[src/hdl/htw_pkg.sv]
// Package for the hierarchical timer wheel: sizes, codes, command and timing types.
// Used by every module of the block; depends on nothing.
`default_nettype none
package htw_pkg;

    localparam int TIMERS       = 64;
    localparam int DAY_SLOTS    = 30;
    localparam int SECOND_SLOTS = 60;
    localparam int MINUTE_SLOTS = 60;
    localparam int HOUR_SLOTS   = 24;
    localparam int MAX_RESULTS  = 64;
    localparam int MIN_BASE     = SECOND_SLOTS;
    localparam int HOUR_BASE    = MIN_BASE + MINUTE_SLOTS;
    localparam int DAY_BASE     = HOUR_BASE + HOUR_SLOTS;
    localparam int NSLOTS       = DAY_BASE + DAY_SLOTS;
    localparam int SECS_PER_DAY = 86400;
    localparam int MAX_DELAY    = DAY_SLOTS * SECS_PER_DAY - 1;

    localparam int EW  = $clog2(TIMERS + 1);      // entry index incl. nil
    localparam int AW  = $clog2(TIMERS);          // pool address
    localparam int SW  = $clog2(NSLOTS);          // slot index
    localparam int CW  = $clog2(MAX_RESULTS + 1); // result count
    localparam int NIL = TIMERS;

    localparam int QDEPTH = 4;
    localparam int QAW    = $clog2(QDEPTH);

    typedef enum logic [1:0] {
        OP_TICK = 2'd0,
        OP_ADD  = 2'd1,
        OP_DEL  = 2'd2,
        OP_NONE = 2'd3
    } opcode_t;

    localparam logic [2:0] ST_ADDED     = 3'd0;
    localparam logic [2:0] ST_EXPIRED   = 3'd1;
    localparam logic [2:0] ST_DELETED   = 3'd2;
    localparam logic [2:0] ST_NOT_FOUND = 3'd3;
    localparam logic [2:0] ST_FULL      = 3'd4;
    localparam logic [2:0] ST_NO_EXP    = 3'd5;

    typedef struct packed {
        opcode_t     op;
        logic [21:0] delay;
        logic        rep;
        logic [15:0] target;
    } cmd_t;

    typedef struct packed {
        logic [21:0] delay;
        logic [5:0]  sec;
        logic [5:0]  min;
        logic [4:0]  hour;
        logic [4:0]  day;
        logic        rep;
    } timing_t;

    typedef enum logic [4:0] {
        S_IDLE, S_A_SCAN, S_A_DONE, S_D_RD, S_D_CHK, S_EMIT,
        S_T_ADV, S_T_STAGE, S_C_RD, S_C_H, S_C_E, S_C_E2, S_C_NXT,
        S_X_RD, S_X_H, S_X_E, S_X_E2, S_X_EMIT, S_X_NXT,
        S_P_INIT, S_P_DIG, S_P_FIN, S_L_RD, S_L_H, S_L_H2, S_L_H3
    } back_state_t;

    // Weight tried at each restoring step: days, then hours, then minutes, MSB first.
    function automatic logic [21:0] dig_weight(input logic [3:0] step);
        logic [21:0] w;
        case (step)
            4'd0:    w = 22'(SECS_PER_DAY * 16);
            4'd1:    w = 22'(SECS_PER_DAY * 8);
            4'd2:    w = 22'(SECS_PER_DAY * 4);
            4'd3:    w = 22'(SECS_PER_DAY * 2);
            4'd4:    w = 22'(SECS_PER_DAY);
            4'd5:    w = 22'(3600 * 16);
            4'd6:    w = 22'(3600 * 8);
            4'd7:    w = 22'(3600 * 4);
            4'd8:    w = 22'(3600 * 2);
            4'd9:    w = 22'(3600);
            4'd10:   w = 22'(60 * 32);
            4'd11:   w = 22'(60 * 16);
            4'd12:   w = 22'(60 * 8);
            4'd13:   w = 22'(60 * 4);
            4'd14:   w = 22'(60 * 2);
            default: w = 22'(60);
        endcase
        return w;
    endfunction

endpackage
`default_nettype wire

[src/hdl/htw_front.sv]
// Front end: takes input transfers, decodes the opcode, normalizes the delay
// and queues commands for the back end. Depends on htw_pkg.
`default_nettype none
module htw_front (
    input  wire logic          aclk,
    input  wire logic          aresetn,
    input  wire logic          s_tvalid,
    output logic               s_tready,
    input  wire logic [39:0]   s_tdata,  // delay_seconds[21:0], repeat_req[22], target_id[38:23]
    input  wire logic [1:0]    s_tuser,  // opcode[1:0]
    output htw_pkg::cmd_t      q_data,
    output logic               q_valid,
    input  wire logic          q_pop
);
    import htw_pkg::*;

    cmd_t           q_mem [QDEPTH];
    logic [QAW-1:0] wr_ptr_reg, wr_ptr_next;
    logic [QAW-1:0] rd_ptr_reg, rd_ptr_next;
    logic [QAW:0]   count_reg, count_next;
    cmd_t           cmd_in;
    logic           push;
    logic [21:0]    d_raw;

    assign s_tready = (count_reg != (QAW+1)'(QDEPTH));
    assign q_valid  = (count_reg != '0);
    assign q_data   = q_mem[rd_ptr_reg];

    always_comb begin
        d_raw         = s_tdata[21:0];
        cmd_in.op     = opcode_t'(s_tuser);
        cmd_in.rep    = s_tdata[22];
        cmd_in.target = s_tdata[38:23];
        if (d_raw == 22'd0) begin
            cmd_in.delay = 22'd1;
        end else if (d_raw > 22'(MAX_DELAY)) begin
            cmd_in.delay = 22'(MAX_DELAY);
        end else begin
            cmd_in.delay = d_raw;
        end
        // unused opcode has no effect: it is taken and dropped here
        push        = s_tvalid && s_tready && (cmd_in.op != OP_NONE);
        wr_ptr_next = push ? wr_ptr_reg + 1'b1 : wr_ptr_reg;
        rd_ptr_next = q_pop ? rd_ptr_reg + 1'b1 : rd_ptr_reg;
        count_next  = count_reg + (QAW+1)'(push) - (QAW+1)'(q_pop);
    end

    always_ff @(posedge aclk) begin
        if (!aresetn) begin
            wr_ptr_reg <= '0;
            rd_ptr_reg <= '0;
            count_reg  <= '0;
        end else begin
            wr_ptr_reg <= wr_ptr_next;
            rd_ptr_reg <= rd_ptr_next;
            count_reg  <= count_next;
        end
    end

    always_ff @(posedge aclk) begin
        if (push) begin
            q_mem[wr_ptr_reg] <= cmd_in;
        end
    end

endmodule
`default_nettype wire

[config.mk]
export PLATFORM = sky130hd
export DESIGN_NAME = htw_front
export DESIGN_NICKNAME = d
export VERILOG_FILES = /design/src/hdl/htw_pkg.sv /design/src/hdl/htw_front.sv
export SDC_FILE = /design/constraint.sdc
export NUM_CORES = 1
export LEC_CHECK = 0
export ABC_AREA = 1
export BUFFER_PORTS_ARGS = -buffer_cell sky130_fd_sc_hd__buf_2
export CAP_MARGIN = 10
export CORE_ASPECT_RATIO = 1.2
export CORE_MARGIN = 8
export CORE_UTILIZATION = 55
export DETAILED_ROUTE_END_ITERATION = 7
export PLACE_DENSITY = 0.77
export SYNTH_ARGS = -nofsm -noshare
export SYNTH_HDL_FRONTEND = slang
export SYNTH_SLANG_ARGS = --single-unit
[constraint.sdc]
create_clock -name aclk -period 4.5 [get_ports aclk]
set_clock_uncertainty 0.1 [all_clocks]
set_input_delay 0.225 -clock aclk [delete_from_list [all_inputs] [get_ports aclk]]
set_output_delay 0.225 -clock aclk [all_outputs]
set_load 0.05 [all_outputs]
Word-level counts from Yosys, hierarchy flattened
Memory sizes are Yosys's and may differ from the RTL's. A register that Yosys moved wholly into a read port is not among the register bits.
Cells that the tools add are included.
- bits in registers: 7
- RAM bits: 164
- input port bits: 46
- output and inout port bits: 43
- word-level logic and storage cells: 21
- memories: 1
- memories (memory ; words ; width ; rd ports ; clocked after memory_dff ; wr ports ; RTL line ; source):
    q_mem ; 4 ; 41 ; 1 ; 1 ; 1 ; htw_front.sv:17 ; cmd_t q_mem [QDEPTH];
- add/subtract/negate cells: 4
- magnitude comparators: 1
- equal/unequal tests: 2
- muxes and demuxes: 6
- reductions and logical operators: 4
- operators by type and width (operator ; count):
    2-to-1 mux 22 bit ; 2
    greater-than comparator 22 bit, second input constant ; 1
    zero test 22 bit ; 1
    adder 2 x 1 -> 2 bit, second input constant ; 2
    2-to-1 mux 2 bit ; 2
    adder 3 x 1 -> 3 bit ; 1
    inequality test 3 bit, second input constant ; 1
    nonzero test 3 bit ; 1
    subtractor 3 x 1 -> 3 bit ; 1
    logical AND 1 bit ; 2
    2-to-1 mux 1 bit ; 2
    inequality test 2 bit, second input constant ; 1

Depth between registers and ports, before layout
Gate-level depths: netlist of the first run.
- depth in word-level cells: 5
- gate-level depth with buffers: 10
- depth with buffers taken out: 10

Worst setup path before layout of the first run
Ideal clock, no wire load.
- path type: reg-to-reg
- from: register count_reg[1]
- to: memory q_mem[0][0] (netlist bit) (enable)
- setup time: 440 ps
- arrival: 2822 ps
- required time: 3960 ps
- slack: 1139 ps
- cell stages (with the launch flop): 5
- buffers on the path: 0
- clock period less this slack: 3361 ps
- cell sequence: dfxtp_1 -> inv_1 -> nand3_1 -> nand2_2 -> nor2_1
- longest elaborated chain between the ends: 5
- ends and longest elaborated chain (what ; RTL line ; source):
    start: declaration ; htw_front.sv:20 ; logic [QAW:0] count_reg, count_next;
    start signal: assignment ; htw_front.sv:56 ; count_reg <= count_next;
    inequality test 3 bit ; htw_front.sv:25 ; assign s_tready = (count_reg != (QAW+1)'(QDEPTH));
    via s_tready ; htw_front.sv:8 ; output logic s_tready,
    logical AND 1 bit (2 in a row) ; htw_front.sv:42 ; push = s_tvalid && s_tready && (cmd_in.op != OP_NONE);
    2-to-1 mux 1 bit ; htw_front.sv:61 ; if (push) begin
    2-to-1 mux 1 bit (not written as such) ; htw_front.sv:62 ; q_mem[wr_ptr_reg] <= cmd_in;
    end: declaration ; htw_front.sv:17 ;
The timed path passes the listed nets, and every way through them passes these cells.

==> results_dict.tcl, run 1 <==
set metrics [dict create \
    status "completed" \
    antenna_found_initial 0 \
    drtPass1Iterations 4 \
    layout_commonest_cell "edfxtp_1" \
    fp.dieW_um 117 \
    cts_root_buffer "clkbuf_16" \
    areaGrowthSynthToFinish_pct 21.4 \
    synth_adder_area_share 0.0140 \
    tns_ns 0 \
    syn_inst 534 \
    cap_violations 0 \
    required_ns 4.18 \
    layout.nets 695 \
    numCtsBuffers 17 \
    grt_pass1_vias 4548 \
    synth_top_family_by_area "compound AO/OA/AOI/OAI gates" \
    arrival_ns 2.45 \
    p_leak_uw 0.00306 \
    slew_headroom 0.463 \
    portBuffers 87 \
    yosys.area_share.simple 0.0892 \
    start_util 0.563 \
    fin_util 0.684 \
    synthXorXnorAreaFrac 0.00129 \
    powerDensity_nw_per_um2 513 \
    finalMaxSlewViolations 0 \
    grt_pass1_wl_um 23000 \
    power_uw 4230 \
    drive_gt1_frac 0.208 \
    place_congestion 0.731 \
    combPwrFrac 0.175 \
    syn_avg_cell_area_um2 12.7 \
    hp-class "input port to register" \
    worst_pin_slew_ns 0.804 \
    ant_nets 0 \
    io_pins 89 \
    layout_common_cells "edfxtp_1, nor2_1, buf_2, o21ai_0, o22ai_1" \
    core-area_um2 12100 \
    swShare 0.286 \
    clk-insertion-delay-late_ns 0.41 \
    viasPerCell 5.47 \
    antenna_cells 0 \
    crit_path_start_kind "register" \
    mappedNetlistArea_um2 6790 \
    hold_violations 0 \
    path_clk_slew_ns 0.06 \
    cts_tree "done" \
    ys_ff_latch 173 \
    muxShareOfSynthArea 0 \
    yosysSeqAreaShare 0.752 \
    numClockSinks 173 \
    setup_ws_ns 1.72 \
    synth-compound-area-share 0.104 \
    fin_area_um2 8240 \
    synth_cell_types 21 \
    wire_per_inst_um 17.8 \
    grt_usage 0.184 \
    intPower_uw 3020 \
    fp.dieH_um 138 \
    htreeDepth 4 \
    place_area_um2 7400 \
    switchingPower_uw 1210 \
    cp_max_fo 43 \
    rsz0062_at_grt "no" \
    dpl.hpwl_um 8730 \
    drtIter0Drc 381 \
    synth_fp_nets 587 \
    routed_wl_um 14500 \
    clock_power_share 0.365 \
    largest_reg_flops 164 \
    grt_overflow 0 \
    rows 44 \
    vias 4460 \
    drc_errors 0 \
    setup_viol 0 \
    post_cts_buffers 0 \
    die_area_um2 16200 \
    post-route-period-util 0.617 \
    grt_max_degree 83 \
    dp_worst_setup_slack_ns 2.12 \
    max_freq_mhz 360 \
    cp-end-kind "primary output" \
    clock_path_buffers 2 \
    path_class "register to primary output" \
    finalCriticalPeriod_ns 2.78 \
    vdd_drop_max_v 0.000364 \
    yosys_warnings 0 \
    p_seq_frac 0.461 \
]
-- power groups by stage --
stage / clock network, µW / logic [µW] / registers [µW]
CTS: 1560 / 747 / 1950
detailed placement: 0 / 731 / 1980
floorplan: 0 / 517 / 1980
global placement: 0 / 710 / 1970
finish: 1540 / 738 / 1950
global route: 1630 / 800 / 1960
-- cell families after synthesis --
family | Yosys count
flip-flops | 173
buffers and inverters | 66
AO/OA/AOI/OAI | 131
XOR/XNOR | 1
adder cells (fa/ha/maj) | 7
AND/OR/NAND/NOR | 156
-- routing by layer --
| layer | wire length, µm | track usage | vias up |
|---|---|---|---|
| met1 | 5850 | 0.214 | 2158 |
| met3 | 979 | 0.0484 | 14 |
| li1 | - | - | 2125 |
| met5 | 0 | 0 | - |
| met2 | 7530 | 0.323 | 163 |
| met4 | 190 | 0.0686 | 0 |
-- final cells by class --
type / count / area (µm²)
timing repair buffer: 116 / 706
fill: 843 / 3810
multi-input combinational: 295 / 1450
sequential: 173 / 5110
tap: 161 / 201
clock inverter: 14 / 206
inverter: 39 / 146
clock buffer: 18 / 429
-- timing repair --
item                      CTS  global route
gates resized for setup     0             0
hold endpoints to repair   83             0
hold buffers               21             0
-- synth_stat cells, drive strengths merged --
cell type	n	area [µm²]
edfxtp	164	4920
nand3	6	30.0
xor2	1	8.76
clkbuf	19	75.1
nand4	1	6.26
nand2	36	140
dfxtp	9	180
ha	6	75.1
a21oi	4	20.0
o21ai	86	430
buf	8	46.3
fa	1	20.0
inv	39	146
nor2	113	429
o22ai	41	257
-- critical path, stage by stage (launching register included) --
cell,delay (ns)
dfxtp_2,0.32
inv_2,0.49
buf_4,0.49
o21ai_0,0.20
o22ai_1,0.22
buf_2,0.31
-- metrics by stage --
stage	hold slack [ns]	std cells
after floorplan	0.218	534
after global placement	0.322	763
after detailed placement	0.341	763
after CTS	0.0229	816
after global routing	0.0558	816
final	0.0458	816
-- final timing paths --
path              slack, ns           end          start  cells past startpoint
setup reg to reg       2.16  q_mem[3][19]   count_reg[1]                      5
setup / recovery       1.72     q_data[9]       register                      5
hold / removal         0.05  q_mem[0][21]     s_tdata[4]                      3
hold reg to reg        0.35      register  rd_ptr_reg[1]                      1
Power figures use the tool's default switching activity.
==> run 2: changes to the inputs <==
--- a/config.mk
+++ b/config.mk
@@ -5,14 +5,14 @@
 export SDC_FILE = /design/constraint.sdc
 export NUM_CORES = 1
 export LEC_CHECK = 0
-export ABC_AREA = 1
+export ABC_AREA = 0
 export BUFFER_PORTS_ARGS = -buffer_cell sky130_fd_sc_hd__buf_2
 export CAP_MARGIN = 10
 export CORE_ASPECT_RATIO = 1.2
 export CORE_MARGIN = 8
-export CORE_UTILIZATION = 55
+export CORE_UTILIZATION = 51
 export DETAILED_ROUTE_END_ITERATION = 7
-export PLACE_DENSITY = 0.77
+export PLACE_DENSITY = 0.75
 export SYNTH_ARGS = -nofsm -noshare
 export SYNTH_HDL_FRONTEND = slang
 export SYNTH_SLANG_ARGS = --single-unit
==> constraint.sdc (replaced) <==
create_clock -name aclk -period 2.3 [get_ports aclk]
set_clock_uncertainty 0.1 [all_clocks]
set_input_delay 0.115 -clock aclk [delete_from_list [all_inputs] [get_ports aclk]]
set_output_delay 0.115 -clock aclk [all_outputs]
set_load 0.05 [all_outputs]
==> results_dict.tcl, run 2 <==
set metrics [dict create \
    antenna_cells 0 \
    synth_edf_count 164 \
    synth_most_common_cell "edfxtp_1" \
    io_pins 89 \
    path_class "register to register" \
    wire_per_inst_um 20.2 \
    cp_max_fo 7 \
    mappedNetlistArea_um2 6590 \
    vdd_drop_max_v 0.000612 \
    finalCriticalPeriod_ns 2.23 \
    ys_ff_latch 173 \
    wl_met2_um 6460 \
    place_congestion 0.724 \
    grt_pass1_vias 3602 \
    crit_top_cell "ha_4" \
    worst_pin_slew_ns 1.14 \
    clk-insertion-delay-late_ns 0.41 \
    slew_headroom 0.241 \
    ys_top_cells_by_count "edfxtp_1, mux4_2, nand2b_1" \
    layout.nets 482 \
    arrival_ns 2.43 \
    numClockSinks 173 \
    layout_commonest_cell "edfxtp_1" \
    drtPass1Iterations 4 \
    synth-async-reset-ratio 0 \
    cp-end-kind "register" \
    tns_ns 0 \
    synth_top_area_cell "edfxtp_1" \
    yosysSeqAreaShare 0.774 \
    synth_cell_types 30 \
    drtIter0Drc 199 \
    cpPeakStageDelay_ns 0.39 \
    grt_overflow 0 \
    fp.dieW_um 120 \
    grt_pass1_wl_um 19600 \
    yosys_warnings 0 \
    drive_gt1_frac 0.415 \
    numCtsBuffers 17 \
    hp-class "input port to register" \
    rsz0062_at_grt "no" \
    power_uw 8100 \
    max_freq_mhz 449 \
    ant_nets 0 \
    route.met3.wl_um 679 \
    grt_usage 0.154 \
    routed_wl_um 12200 \
    dpl.hpwl_um 7390 \
    hold_violations 0 \
    setup_viol 0 \
    fill_cells 867 \
    path_cells "or3b_4 > and3_4 > clkinv_4 > ha_4 > inv_2 > ha_4 > fa_2 > xor2_2 > xnor2_1 > and2_1" \
    portBuffers 87 \
    required_ns 2.50 \
    antenna_found_initial 0 \
    die_area_um2 16800 \
    p_leak_uw 0.00279 \
    rows 45 \
    synth.top_cell.area_share 0.747 \
    finalMaxSlewViolations 0 \
    cap_violations 0 \
    cts_tree "done" \
    drc_errors 0 \
    path_clk_slew_ns 0.06 \
    synth_fp_nets 352 \
    status "completed" \
    wl_met1_um 4950 \
    crit_slowest_cell "or3b_4" \
    grt_max_degree 42 \
    viasPerCell 5.39 \
    start_util 0.520 \
    core-area_um2 12700 \
    syn_inst 299 \
    crit_path_start_kind "register" \
    highest_layer "met4" \
    vias 3253 \
    fp.dieH_um 141 \
    syn_avg_cell_area_um2 22.0 \
    htreeDepth 4 \
    synthTopCellsByArea "edfxtp_1, mux4_2, dfxtp_1" \
    layout_common_cells "edfxtp_1, buf_2, mux4_2, dlygate4sd3_1, clkbuf_16" \
    ys.flop_type "edfxtp_1" \
    powerDensity_nw_per_um2 990 \
    areaGrowthSynthToFinish_pct 24.1 \
    clock_path_buffers 2 \
    largest_reg_flops 164 \
    cts_root_buffer "clkbuf_16" \
    post-route-period-util 0.969 \
]
[run 2: cell count changes after synthesis, moves of 5 or more]
cell,delta
and2_1,+8
mux4_2,+41
nand3_1,-5
and3_1,+6
inv_1,-33
nand2_1,-28
nand2b_1,+13
buf_1,+5
o22ai_1,-41
o21ai_0,-82
nor2_1,-111
clkbuf_1,-14
[run 2: timing repair]
item,4_1_cts,5_1_grt
pin swaps,0,2
buffers inserted,0,4
setup endpoints to repair,1,165
hold endpoints to repair,121,0
hold buffers,29,0
gates resized for setup,1,3
gates cloned,0,0
[run 2: logic make-up (layout without fill, tap and decap cells)]
family,after synthesis,in the layout,share of synthesized area
xor gates and xnor gates,5,5,0.00665
muxes,41,41,0.140
adders and majority gates,7,7,0.0144
and+or+nand+nor,49,49,0.0454
buffers and inverters,19,159,0.0131
AOI/OAI and AO/OA,5,5,0.00589
DFF,173,173,0.774
[run 2: final cells by class]
type / count / area [µm²] / share of cell area
Clock inverter: 12 / 149 / 0.0182
Sequential cell: 173 / 5120 / 0.625
Inverter: 6 / 27.5 / 0.00336
Tap cell: 164 / 205 / 0.0251
Multi-Input combinational cell: 107 / 1440 / 0.176
Timing Repair Buffer: 124 / 815 / 0.0996
Clock buffer: 17 / 425 / 0.0520
[run 2: path summary, 6_finish.rpt]
kind | start | end | slack (ns) | cells past startpoint
max | count_reg[1] | count_reg[2] | 0.07 | 10
min | s_tdata[0] | q_mem[3][17] | 0.02 | 3
max reg2reg | count_reg[1] | count_reg[2] | 0.07 | 10
min reg2reg | wr_ptr_reg[1] | wr_ptr_reg[1] | 0.42 | 2
[run 2: through the flow]
stage / cell area (µm²) / worst slack (ns) / cells / util / hold WS [ns]
2_1_floorplan: 6630 / -0.101 / 299 / - / 0.114
3_3_place_gp: 7270 / 0.0793 / 541 / 0.574 / 0.227
3_5_place_dp: 7270 / 0.0340 / 541 / 0.574 / 0.236
4_1_cts: 8140 / 0.0141 / 599 / 0.642 / 0.00381
5_1_grt: 8180 / 0.000967 / 603 / 0.646 / 0.00341
6_report: 8180 / 0.0717 / 603 / 0.646 / 0.0248
[run 2: worst max-delay path: cells and delay by family, from the launching register on]
kind / cells / cell delay [ns]
flops: 1 / 0.35
xor+xnor: 2 / 0.27
simple gates: 3 / 0.71
fa+ha+maj: 3 / 0.60
buf+inv: 2 / 0.09
[run 2: layer usage]
metal,vias to the layer above,GRT usage
met5,-,0
met4,0,0.0455
met3,9,0.0559
met2,104,0.266
met1,1665,0.174
li1,1475,-
[run 2: power breakdown]
group / switching, µW / leakage, µW / internal, µW
logic: 1000 / 0.000953 / 506
registers: 82.2 / 0.00156 / 3720
clock network: 1100 / 0.000276 / 1680
==> run 3: changes to the inputs <==
--- a/config.mk
+++ b/config.mk
@@ -13,6 +13,7 @@
 export CORE_UTILIZATION = 51
 export DETAILED_ROUTE_END_ITERATION = 7
 export PLACE_DENSITY = 0.75
+export SETUP_SLACK_MARGIN = 0.4
 export SYNTH_ARGS = -nofsm -noshare
 export SYNTH_HDL_FRONTEND = slang
 export SYNTH_SLANG_ARGS = --single-unit
==> results_dict.tcl, run 3 (synthesized netlist as in run 2, its figures left out) <==
set metrics [dict create \
    htreeDepth 4 \
    ff2ff_path_depth 10 \
    clock_path_buffers 2 \
    max_freq_mhz 449 \
    dp_worst_setup_slack_ns 0.00288 \
    die_area_um2 16800 \
    finalCriticalPeriod_ns 2.23 \
    routed_wl_um 13000 \
    cp_max_fo 6 \
    worstPathBufferInverterCount 2 \
    vias 3319 \
    portBuffers 87 \
    fp.dieW_um 120 \
    antenna_cells 0 \
    reg2reg_to "count_reg[2]" \
    clk-insertion-delay-late_ns 0.41 \
    finalMaxSlewViolations 0 \
    grt_pass1_wl_um 20500 \
    status "completed" \
    r2r-start "count_reg[2]" \
    path_delay_family "adder cells" \
    cp-end-kind "register" \
    post-route-period-util 0.969 \
    cpPeakStageDelay_ns 0.34 \
    rrSetupSlack_ns 0.07 \
    drtPass1Iterations 4 \
    drc_errors 0 \
    rows 45 \
    start_util 0.520 \
    numClockSinks 173 \
    grt_pass1_vias 3738 \
    worst_pin_slew_ns 1.15 \
    slew_headroom 0.235 \
    rsz0062_at_grt "yes" \
    hp-class "input port to register" \
    drive_gt1_frac 0.431 \
    whs_ns 0.0289 \
    wire_per_inst_um 21.1 \
    arrival_ns 2.42 \
    path_class "register to register" \
    grt_usage 0.161 \
    path_cells "or3b_4 > and3_4 > clkinv_4 > ha_4 > inv_2 > ha_4 > fa_2 > xor2_2 > xnor2_1 > and2_1" \
    dpl.hpwl_um 7350 \
    crit_top_cell "ha_4" \
    crit_path_start_kind "register" \
    place_congestion 0.722 \
    holdPathEnd "q_mem[2][25]" \
    cts_root_buffer "clkbuf_16" \
    path_clk_slew_ns 0.07 \
    grt_overflow 0 \
    cap_violations 0 \
    grt_max_degree 42 \
    layout_commonest_cell "edfxtp_1" \
    layout_common_cells "edfxtp_1, buf_2, mux4_2, buf_8, dlygate4sd3_1" \
    worstHoldStart "s_tdata[8]" \
    cts_tree "done" \
    setup_ws_ns 0.0722 \
    hold_violations 0 \
    areaGrowthSynthToFinish_pct 33.4 \
    p_leak_uw 0.00303 \
    vdd_drop_max_v 0.000507 \
    required_ns 2.49 \
    antenna_found_initial 0 \
    drtIter0Drc 136 \
    core-area_um2 12700 \
    ant_nets 0 \
    holdPathStages 2 \
    largest_reg_flops 164 \
    numCtsBuffers 17 \
    io_pins 89 \
    powerDensity_nw_per_um2 975 \
    viasPerCell 5.36 \
    crit_slowest_cell "fa_2" \
    fp.dieH_um 141 \
    setup_viol 0 \
    layout.nets 495 \
]
[run 3: cell count changes in the layout (fill, tap and decap cells not counted), moves of 3 or more]
cell / previous run / this run
buf_12: 2 / 6
dlygate4sd3_1: 29 / 32
buf_8: 0 / 40
inv_6: 1 / 6
buf_2: 87 / 47
buf_6: 1 / 4
[run 3: metal layers]
layer | share of wire | wire, µm | GRT usage
met1 | 0.40 | 5200 | 0.193
met3 | 0.051 | 665 | 0.0523
met5 | 0 | 0 | 0
met2 | 0.54 | 7050 | 0.268
met4 | 0.0095 | 124 | 0.0553
[run 3: how the worst max path moves through the flow]
stage	startpoint	endpoint	slack [ns]	cells past startpoint
finish	count_reg[2]	count_reg[2]	0.07	10
floorplan	count_reg[1]	count_reg[2]	-0.10	11
detailed placement	count_reg[2]	count_reg[2]	0.003	10
global route	count_reg[2]	count_reg[2]	-0.02	10
CTS	count_reg[2]	q_mem[3][13]	0.07	3
global placement	count_reg[2]	count_reg[2]	0.08	10
[run 3: power by group]
group	leakage, µW	total (µW)	internal [µW]	switching (µW)
combinational	0.00119	1940	837	1110
clock	0.000280	2850	1630	1230
sequential	0.00156	3780	3720	65.7
total	0.00303	8580	6180	2400
[run 3: final cells by class]
class                   count  area (µm²)
flip-flops and latches    173        5110
fillers                   805        3870
multi-input cells         107        1440
repair buffers            137        1420
clock buffers              18         429
well taps                 164         205
clock inverters            14         156
inverters                   6        27.5
[run 3: through the flow]
stage | TNS, ns | power [µW] | utilization | cells | area (µm²)
after floorplan | -0.101 | 4940 | - | 299 | 6630
after global placement | 0 | 5280 | 0.575 | 542 | 7280
after detailed placement | 0 | 5320 | 0.575 | 542 | 7280
after CTS | 0 | 8420 | 0.675 | 618 | 8550
after global routing | -0.0237 | 8880 | 0.694 | 619 | 8800
final | 0 | 8580 | 0.694 | 619 | 8800
[run 3: repair_timing]
action	in CTS	in global routing
buffers inserted	10	1
hold endpoints to repair	132	0
gates resized for setup	65	77
pin swaps	3	0
hold buffers	32	0
gates cloned	2	0
endpoints found under the setup margin	207	206
